$ cat src/rtl/bitc_pkg.sv
// Package of the thinning core: sizes, codes, command/status types and pixel functions.
`timescale 1ns / 1ps

package bitc_pkg;

    localparam int MAX_WIDTH  = 64;
    localparam int MAX_HEIGHT = 64;

    localparam int ROW_W      = 64;
    localparam int ROWNUM_W   = 6;
    localparam int ITER_W     = 8;
    localparam int DIM_W      = 7;
    localparam int CFG_IDX_W  = 2;
    localparam int CFG_DATA_W = 8;

    localparam int COL_CAP = (MAX_WIDTH < ROW_W) ? MAX_WIDTH : ROW_W;
    localparam int ROW_CAP = (MAX_HEIGHT < 64) ? MAX_HEIGHT : 64;
    localparam int ADDR_W  = $clog2(ROW_CAP);

    localparam logic [CFG_IDX_W-1:0] REG_WIDTH  = CFG_IDX_W'(0);
    localparam logic [CFG_IDX_W-1:0] REG_HEIGHT = CFG_IDX_W'(1);
    localparam logic [CFG_IDX_W-1:0] REG_LIMIT  = CFG_IDX_W'(2);

    localparam logic [ITER_W-1:0] ITER_MAX = '1;

    typedef logic [ROW_W-1:0]  row_t;
    typedef logic [ADDR_W-1:0] addr_t;
    typedef logic [DIM_W-1:0]  dim_t;
    typedef logic [ITER_W-1:0] iter_t;

    // Commands from the sequencer to the datapath
    typedef struct packed {
        logic  load_wr;     // store the incoming row
        addr_t load_addr;
        logic  rd_en;       // read a stored row
        addr_t rd_addr;
        logic  prime;       // fill the window with the first row
        logic  row_step;    // thin one row, write it back, slide the window
        addr_t row_addr;
        logic  next_valid;  // row below lies inside the image
        logic  second;      // second subpass product tests
        logic  clr_any;     // start a new subpass
        logic  out_load;    // capture a result row
        logic  out_final;
        iter_t iters;
    } bitc_cmd_t;

    // Status from the datapath to the sequencer
    typedef struct packed {
        dim_t  height;      // effective image height
        iter_t limit;
        logic  any_mark;    // current subpass deleted at least one pixel
    } bitc_stat_t;

    function automatic dim_t clamp_dim(dim_t v, int cap);
        dim_t r;
        r = v;
        if (v == '0)
        begin
            r = dim_t'(1);
        end
        else if (v > dim_t'(cap))
        begin
            r = dim_t'(cap);
        end
        return r;
    endfunction

    function automatic row_t width_mask(dim_t w);
        row_t m;
        for (int j = 0; j < ROW_W; j++)
        begin
            m[j] = (dim_t'(j) < w);
        end
        return m;
    endfunction

    // n[0..7] = p2..p9 clockwise from the pixel above
    function automatic logic zs_mark(logic p1, logic [7:0] n, logic second);
        logic [3:0] sum;
        logic [3:0] trans;
        logic       prod_ok;
        sum   = '0;
        trans = '0;
        for (int k = 0; k < 8; k++)
        begin
            sum = sum + 4'(n[k]);
            if (!n[k] && n[(k + 1) % 8])
            begin
                trans = trans + 4'd1;
            end
        end
        if (second)
        begin
            prod_ok = !(n[0] & n[2] & n[6]) && !(n[0] & n[4] & n[6]);
        end
        else
        begin
            prod_ok = !(n[0] & n[2] & n[4]) && !(n[2] & n[4] & n[6]);
        end
        return p1 && (sum >= 4'd2) && (sum <= 4'd6) && (trans == 4'd1) && prod_ok;
    endfunction

endpackage

$ cat src/rtl/bitc_ctrl.sv
// Sequencer of the thinning core: load, subpass sweeps, iteration count and emit.
`timescale 1ns / 1ps

module bitc_ctrl (
    input  logic                 clk,
    input  logic                 rst_n,
    input  logic                 in_valid,
    output logic                 in_ready,
    output logic                 out_valid,
    input  logic                 out_ready,
    input  bitc_pkg::bitc_stat_t stat,
    output bitc_pkg::bitc_cmd_t  cmd
);

    typedef enum logic [3:0] {
        S_LOAD,
        S_ITER,
        S_SP_START,
        S_SP_PRIME,
        S_SP_ROW,
        S_SP_END,
        S_EMIT_RD,
        S_EMIT_CAP,
        S_EMIT_WAIT
    } state_t;

    state_t               state_reg, state_next;
    bitc_pkg::dim_t       loaded_reg, loaded_next;
    bitc_pkg::addr_t      row_reg, row_next;
    bitc_pkg::iter_t      iter_reg, iter_next;
    logic                 second_reg, second_next;
    logic                 out_valid_reg, out_valid_next;
    logic                 last_row;
    logic                 more_below;

    // Row counter against the height: last row and whether a row lies below
    assign last_row   = (bitc_pkg::dim_t'(row_reg) + bitc_pkg::dim_t'(1)) >= stat.height;
    assign more_below = !last_row;

    assign in_ready  = (state_reg == S_LOAD);
    assign out_valid = out_valid_reg;

    always_comb
    begin
        state_next     = state_reg;
        loaded_next    = loaded_reg;
        row_next       = row_reg;
        iter_next      = iter_reg;
        second_next    = second_reg;
        out_valid_next = out_valid_reg;
        cmd            = '0;
        cmd.second     = second_reg;
        cmd.row_addr   = row_reg;
        cmd.iters      = iter_reg;

        case (state_reg)
            S_LOAD:
            begin
                if (in_valid)
                begin
                    cmd.load_wr   = 1'b1;
                    cmd.load_addr = loaded_reg[bitc_pkg::ADDR_W-1:0];
                    if ((loaded_reg + bitc_pkg::dim_t'(1)) >= stat.height)
                    begin
                        loaded_next = '0;
                        iter_next   = '0;
                        state_next  = S_ITER;
                    end
                    else
                    begin
                        loaded_next = loaded_reg + bitc_pkg::dim_t'(1);
                    end
                end
            end
            S_ITER:
            begin
                if ((stat.limit != '0) && (iter_reg >= stat.limit))
                begin
                    row_next   = '0;
                    state_next = S_EMIT_RD;
                end
                else
                begin
                    iter_next   = (iter_reg == bitc_pkg::ITER_MAX) ? iter_reg
                                : iter_reg + bitc_pkg::iter_t'(1);
                    second_next = 1'b0;
                    state_next  = S_SP_START;
                end
            end
            S_SP_START:
            begin
                cmd.rd_en   = 1'b1;
                cmd.rd_addr = '0;
                cmd.clr_any = 1'b1;
                state_next  = S_SP_PRIME;
            end
            S_SP_PRIME:
            begin
                cmd.prime   = 1'b1;
                cmd.rd_en   = 1'b1;
                cmd.rd_addr = bitc_pkg::addr_t'(1);
                row_next    = '0;
                state_next  = S_SP_ROW;
            end
            S_SP_ROW:
            begin
                cmd.row_step   = 1'b1;
                cmd.next_valid = more_below;
                cmd.rd_en      = 1'b1;
                cmd.rd_addr    = row_reg + bitc_pkg::addr_t'(2);
                if (last_row)
                begin
                    state_next = S_SP_END;
                end
                else
                begin
                    row_next = row_reg + bitc_pkg::addr_t'(1);
                end
            end
            S_SP_END:
            begin
                if (!stat.any_mark)
                begin
                    row_next   = '0;
                    state_next = S_EMIT_RD;
                end
                else if (!second_reg)
                begin
                    second_next = 1'b1;
                    state_next  = S_SP_START;
                end
                else
                begin
                    state_next = S_ITER;
                end
            end
            S_EMIT_RD:
            begin
                cmd.rd_en   = 1'b1;
                cmd.rd_addr = row_reg;
                state_next  = S_EMIT_CAP;
            end
            S_EMIT_CAP:
            begin
                cmd.out_load   = 1'b1;
                cmd.out_final  = last_row;
                out_valid_next = 1'b1;
                state_next     = S_EMIT_WAIT;
            end
            S_EMIT_WAIT:
            begin
                if (out_ready)
                begin
                    out_valid_next = 1'b0;
                    if (last_row)
                    begin
                        state_next = S_LOAD;
                    end
                    else
                    begin
                        row_next   = row_reg + bitc_pkg::addr_t'(1);
                        state_next = S_EMIT_RD;
                    end
                end
            end
            default:
            begin
                state_next = S_LOAD;
            end
        endcase
    end

    always_ff @(posedge clk or negedge rst_n)
    begin
        if (!rst_n)
        begin
            state_reg     <= S_LOAD;
            loaded_reg    <= '0;
            row_reg       <= '0;
            iter_reg      <= '0;
            second_reg    <= 1'b0;
            out_valid_reg <= 1'b0;
        end
        else
        begin
            state_reg     <= state_next;
            loaded_reg    <= loaded_next;
            row_reg       <= row_next;
            iter_reg      <= iter_next;
            second_reg    <= second_next;
            out_valid_reg <= out_valid_next;
        end
    end

endmodule

$ cat config.mk
export PLATFORM = sky130hd
export DESIGN_NAME = bitc_ctrl
export DESIGN_NICKNAME = d
export VERILOG_FILES = /design/src/rtl/bitc_pkg.sv /design/src/rtl/bitc_ctrl.sv
export SDC_FILE = /design/constraint.sdc
export NUM_CORES = 1
export LEC_CHECK = 0
export ABC_CLOCK_PERIOD_IN_PS = 4250
export BUFFER_PORTS_ARGS = -buffer_cell sky130_fd_sc_hd__buf_2
export CAP_MARGIN = 20
export CORE_ASPECT_RATIO = 2
export CORE_MARGIN = 3
export CORE_UTILIZATION = 58
export CTS_CLUSTER_SIZE = 30
export DETAILED_ROUTE_END_ITERATION = 8
export PLACE_DENSITY = 0.86
export SETUP_SLACK_MARGIN = 0.3
export SKIP_LAST_GASP = 1
export SYNTH_ARGS = -nofsm -noshare
export SYNTH_HDL_FRONTEND = slang
export SYNTH_SLANG_ARGS = --single-unit
$ cat constraint.sdc
create_clock -name clk -period 4.25 [get_ports clk]
set_clock_uncertainty 0.2 [all_clocks]
set_input_delay 0.2125 -clock clk [delete_from_list [all_inputs] [get_ports clk]]
set_output_delay 0.2125 -clock clk [all_outputs]
set_load 0.005 [all_outputs]
After elaboration in Yosys (flattened, before gate mapping)
Index checks and enable logic that the tools add are counted.

$add $sub $neg: 5. $lt $le $gt $ge: 3. Equality and inequality tests: 18. Mux-type cells: 33. Reductions and logical operators: 14.

Operators with widths (count): one-hot mux 4 bit (9 select lines) (1); 2-to-1 mux 8 bit (4); one-hot mux 6 bit (5 select lines) (1); one-hot mux 7 bit (4 select lines) (1); 2-to-1 mux 6 bit (4); 2-to-1 mux 7 bit (3); equality test 4 x 3 -> 1 bit, second input constant (4); 2-to-1 mux 4 bit (4); inequality test 2 bit, second input constant (8); one-hot mux 8 bit (2 select lines) (1); greater-or-equal comparator 7 bit (2); 2-to-1 mux 3 bit (3); adder 8 x 1 -> 8 bit, second input constant (1); equality test 4 x 2 -> 1 bit, second input constant (2); equality test 8 bit, second input constant (1); greater-or-equal comparator 8 bit (1); AND reduction 4 bit (2); nonzero test 8 bit (1); adder 6 x 1 -> 7 bit, second input constant (1); adder 7 x 1 -> 7 bit, second input constant (1); 2-to-1 mux 1 bit (7); adder 6 x 1 -> 6 bit, second input constant (1); adder 6 x 2 -> 6 bit, second input constant (1); nonzero test 2 bit (3); 12 further kinds (15).

Bits in registers: 27. Output and inout port bits: 37. Word-level logic and storage cells: 79.

Longest topological paths before layout
Depth in word-level cells: 5. Depth in mapped cells: 11. Mapped depth without buffers: 11.

Least setup slack after synthesis
Ideal clock, no wire load.

Path type: register -> register. Start point: register loaded_reg[0]. End point: register iter_reg[5]. Data arrival time: 2371 ps. Required time: 3924 ps. Path slack: 1553 ps. Stages on the path, launching flop included: 11. Buffers on the path: 0. Period minus slack after synthesis: 2697 ps. Cell sequence: dfrtp_1 ha_1 nand3_1 nor2_1 xor2_1 ha_1 nand4_1 o21bai_1 nand2_1 a21o_4 a221o_1.

Word-level cells in the longest chain between the ends: 4.

RTL lines: from (decl) (RTL line bitc_ctrl.sv:28) `bitc_pkg::dim_t loaded_reg, loaded_next;`; from (signal assigned) (RTL line bitc_ctrl.sv:187) `loaded_reg <= loaded_next;`; adder 7 x 1 -> 7 bit (RTL line bitc_ctrl.sv:63) `if ((loaded_reg + bitc_pkg::dim_t'(1)) >= stat.height)`; greater-or-equal comparator 7 bit (RTL line bitc_ctrl.sv:63); inequality test 2 x 1 -> 1 bit (no source line); AND reduction 5 bit (no source line); to (signal assigned) (RTL line bitc_ctrl.sv:189) `iter_reg <= iter_next;`; to (decl) (RTL line bitc_ctrl.sv:30) `bitc_pkg::iter_t iter_reg, iter_next;`.

Every way passes these cells. A chain may end at the register's enable or synchronous reset.

Worst setup path in the final report
Same ends and word-level chain as after synthesis.

==> results.md <==
Outcome:
- The run finished with clean final reports.

Detailed routing:
- After the first detailed-routing iteration, the DRC count stood at 32.
- Dividing the detail-routed via count by the number of cells gives 5.74.
- The number of detailed-routing iterations run before antenna repair is 4.
- The routed layout has 2158 vias.
- In this run the remaining antenna-violating nets after routing total 0.
- For this block, the routed nets add up to 5610 um of wire.
- After detailed routing, the average wire length per cell comes to 14.9 um.
- In the routed design, unresolved DRC markers number 0.

Synthesis:
- sky130_fd_sc_hd__nand2_1 is the most common cell in the netlist.
- The area share of fa/ha/maj cells after synthesis is 14.0%.
- The sequential-to-total area share from yosys stat is 29.2%.
- Summing the areas of all xor and xnor instances in the mapped netlist gives 4.54% of the synthesized area.
- After synthesis, the netlist uses 48 different library cells.
- The post-synthesis instance area is 2320 um2.
- In the synthesized netlist, mux cells make up 2.76% of the area.
- The number of synthesized flops with an enable pin is 0.
- After synthesis the netlist holds a flip-flop and latch count of 27.
- Summing the areas of all and, or, nand and nor instances in the mapped netlist gives 25.4% of the synthesized area.
- The most area-hungry cell type in the Yosys netlist is sky130_fd_sc_hd__dfrtp_1.
- Ranked by total cell area, the synthesized netlist is headed by sky130_fd_sc_hd__dfrtp_1, sky130_fd_sc_hd__ha_1, sky130_fd_sc_hd__nand2_1, sky130_fd_sc_hd__o21ai_0, sky130_fd_sc_hd__nor2_1.
- After synthesis, the share of flip-flops with an asynchronous set or reset is 100%.
- Of the post-synthesis cell area, the dominant cell type holds 29.2%.
- The post-synthesis cell count is 274.
- By area, the combinational part of the netlist is dominated by simple AND/OR/NAND/NOR gates.
- The mean instance size in the synthesized netlist is 8.45 um2.
- Summing the areas of all compound-gate instances in the mapped netlist gives 18.7% of the synthesized area.
- After synthesis, the most frequently instantiated cells are sky130_fd_sc_hd__nand2_1, sky130_fd_sc_hd__dfrtp_1, sky130_fd_sc_hd__ha_1.
- The synthesis warning total is 0.
- Synthesis produced a netlist with a net count of 320.
- The leading register cell type out of synthesis is sky130_fd_sc_hd__dfrtp_1.

Pwr:
- VDD sags by at most 304 uV.
- In this run the power density over the cells is 456 nW/um2.
- In this run the static leakage power is 1.46 nW.

Placed design:
- The HPWL after detailed placement is 4540 um.
- At the placement stage, the worst setup path has a slack of 1.29 ns.
- Including well taps, the total number of placed cells is 370.
- The placed instances occupy a cell area of 2620 um2.
- The final weighted congestion of routability-driven global placement is 0.887.
- The count of input and output buffers is 56.

Die:
- In this run the vertical extent of the chip is 95.4 um.
- The initial cell density of the core is 62.2%.
- After floorplanning, the core was sized to cover 3720 um2.
- The initialized floorplan defines 31 standard-cell rows.
- 57 I/O pins were placed.
- The floorplan step defined a die boundary enclosing 4830 um2.
- In this run the horizontal extent of the chip is 50.7 um.

Setup path:
- The type of the worst setup path is reg -> reg.
- The slowest cell on the critical path is sky130_fd_sc_hd__o21bai_1.
- The required time of the worst setup path is 4.22 ns.
- The worst register-to-register path ends at iter_reg[5].
- The cell repeated most along the worst path is sky130_fd_sc_hd__ha_1.
- In this run the critical register-to-register path is launched from loaded_reg[0].
- For this run, the slowest stage of the critical path takes 0.46 ns.
- Following the worst setup path forward leads to its endpoint at iter_reg[5].
- The worst-path maximum fanout is 9.
- Tracing the worst setup path back leads to its startpoint at loaded_reg[0].
- The critical path goes through ha_1 > nand3_1 > nor2_1 > xor2_1 > ha_1 > nand4_1 > o21bai_1 > nand2_1 > a21o_4 > a221o_1.
- Data on the critical path arrives at its endpoint at 2.99 ns.
- STA classifies the critical path startpoint as a flip-flop.
- The worst reg-to-reg setup slack is 1.23 ns.
- Measured in cells, the most critical reg-to-reg path has a length of 10.
- The capturing element type of the critical path is a flip-flop.

Finish:
- Compared with the post-synthesis result, the final layout area differs by 15.8%.
- The utilization after layout is 72.0%.
- The post-route non-filler standard cell count is 376.
- After routing the design area is 2680 um2.
- The flip-flop count of the largest register, all copies and words added is 8.
- The count of inserted antenna diode cells is 0.
- For this run, the post-layout net count is 374.
- The fraction of layout cells with a size suffix above 1 is 22.3%.

STA:
- The sum of negative setup slack is 0 ns.
- Setup violations remaining at the end of the flow were counted as 0.
- The share of the cycle needed by the critical path after routing is 71.1%.
- The measured slew at the worst slew-check pin is 0.706 ns.
- The upper clock frequency limit is 0.331 GHz.
- In the post-route analysis, the smallest setup slack over all paths is 1.23 ns.
- The number of pins exceeding their max-slew limit in the final report is 0.
- The number of failing hold endpoints at the final stage is 0.
- Setup repair after global routing left no endpoint under its margin.
- For the finished layout, the period the worst path requires is 3.02 ns.
- The worst relative slew slack is 52.9%.

Min path:
- In this run the most critical hold path is launched from stat[0].
- The class of the most critical hold timing path is in -> reg.

Flow run:
- The max capacitance violation total is 0.

Clock tree:
- Counting the buffers created by CTS gives 3.
- The number of clock sinks is 27.
- The clock reaches the later pin of the worst-skew pair after 0.28 ns.
- The tree is rooted in a sky130_fd_sc_hd__clkbuf_8.
- The TritonCTS clock tree is done.
- The depth of the CTS H-tree is 1.
- The post-CTS resize count is 0.
- After clock tree synthesis, the clock-pin slew on the worst setup and hold paths is 0.10 ns.
- The clock passes through at most 2 buffers.

Global routing:
- The via count of the first global-routing pass is 2122.
- Entering global routing, the biggest net connects 28 pins.
- Global routing consumed, on the met1 layer, 25.7% of the routing resources.
- The global routing stage identified its most utilized layer as met2.
- For met2 alone, demand over resource in global routing was 48.7%.
- The met3 usage is 2.35%.
- The first global-routing pass estimated 9270 um of wire.
- The total routing usage reported by global routing is 24.8%.
- The total overflow left after global routing is 0.
- The number of antenna violations at the first check in global routing is 0.
-- through the flow --
stage / total power [mW] / hold WS, ns
floorplan: 0.873 / -0.283
global placement: 1.06 / 0.0604
detailed placement: 1.08 / 0.0631
CTS: 1.23 / 0.0459
global route: 1.33 / 0.0591
finish: 1.22 / 0.0403
-- worst max-delay path, delay by kind of cell (launching register included) --
family	cells	cell delay, ns
fa+ha+maj	2	0.57
compound gates	3	1.07
xor+xnor	1	0.10
flops	1	0.43
simple gates	4	0.53
-- cells in the final DEF, fill, tap and decap left out, drive strengths merged, types with 4 or more instances in the layout --
| master | instances |
|---|---|
| buf | 56 |
| nand2 | 29 |
| dfrtp | 27 |
| ha | 26 |
| nor2 | 24 |
| inv | 22 |
| o21ai | 20 |
| nand3 | 13 |
| and3 | 13 |
| a21oi | 13 |
| xnor2 | 7 |
| nand2b | 6 |
| nor2b | 5 |
| xor2 | 5 |
| a22o | 5 |
| a21o | 5 |
| nand4 | 4 |
-- cells by family after synthesis --
group                    Yosys count
AND/OR/NAND/NOR                  109
flip-flops                        27
multiplexers                       6
buffers and inverters             31
XOR/XNOR                          12
adder cells (fa/ha/maj)           26
AO/OA/AOI/OAI                     63
-- per-layer routing --
| metal | vias up | wire length, um | part of all wire [%] |
|---|---|---|---|
| li1 | 1078 | - | - |
| met1 | 1011 | 2150 | 38 |
| met2 | 59 | 3170 | 57 |
| met3 | 10 | 197 | 3.5 |
| met4 | 0 | 85 | 1.5 |
| met5 | - | 0 | 0 |
-- layout make-up --
type	instances	area (um2)
fillers	329	1040
multi-input cells	216	1520
inverters	22	82.6
flip-flops and latches	27	676
clock inverters	1	5.00
well taps	49	61.3
clock buffers	3	41.3
repair buffers	58	300
-- what timing repair did --
item                                   CTS  global route
hold buffers                             2             0
endpoints found under the hold margin   28             0
setup buffers                            0             0
-- where the power goes --
part,internal [mW],total [mW],switching (mW),leakage [nW]
combinational,0.293,0.635,0.342,1.08
clock,0.0659,0.150,0.0844,0.0255
sequential,0.313,0.439,0.125,0.359
total,0.672,1.22,0.552,1.46
-- how the worst min path moves through the flow --
stage	to	depth (start not counted)
6_report	second_reg	3
3_5_place_dp	row_reg[0]	1
5_1_grt	second_reg	3
2_1_floorplan	iter_reg[0]	0
4_1_cts	second_reg	3
3_3_place_gp	row_reg[1]	1
Power figures use the tool's default switching activity.
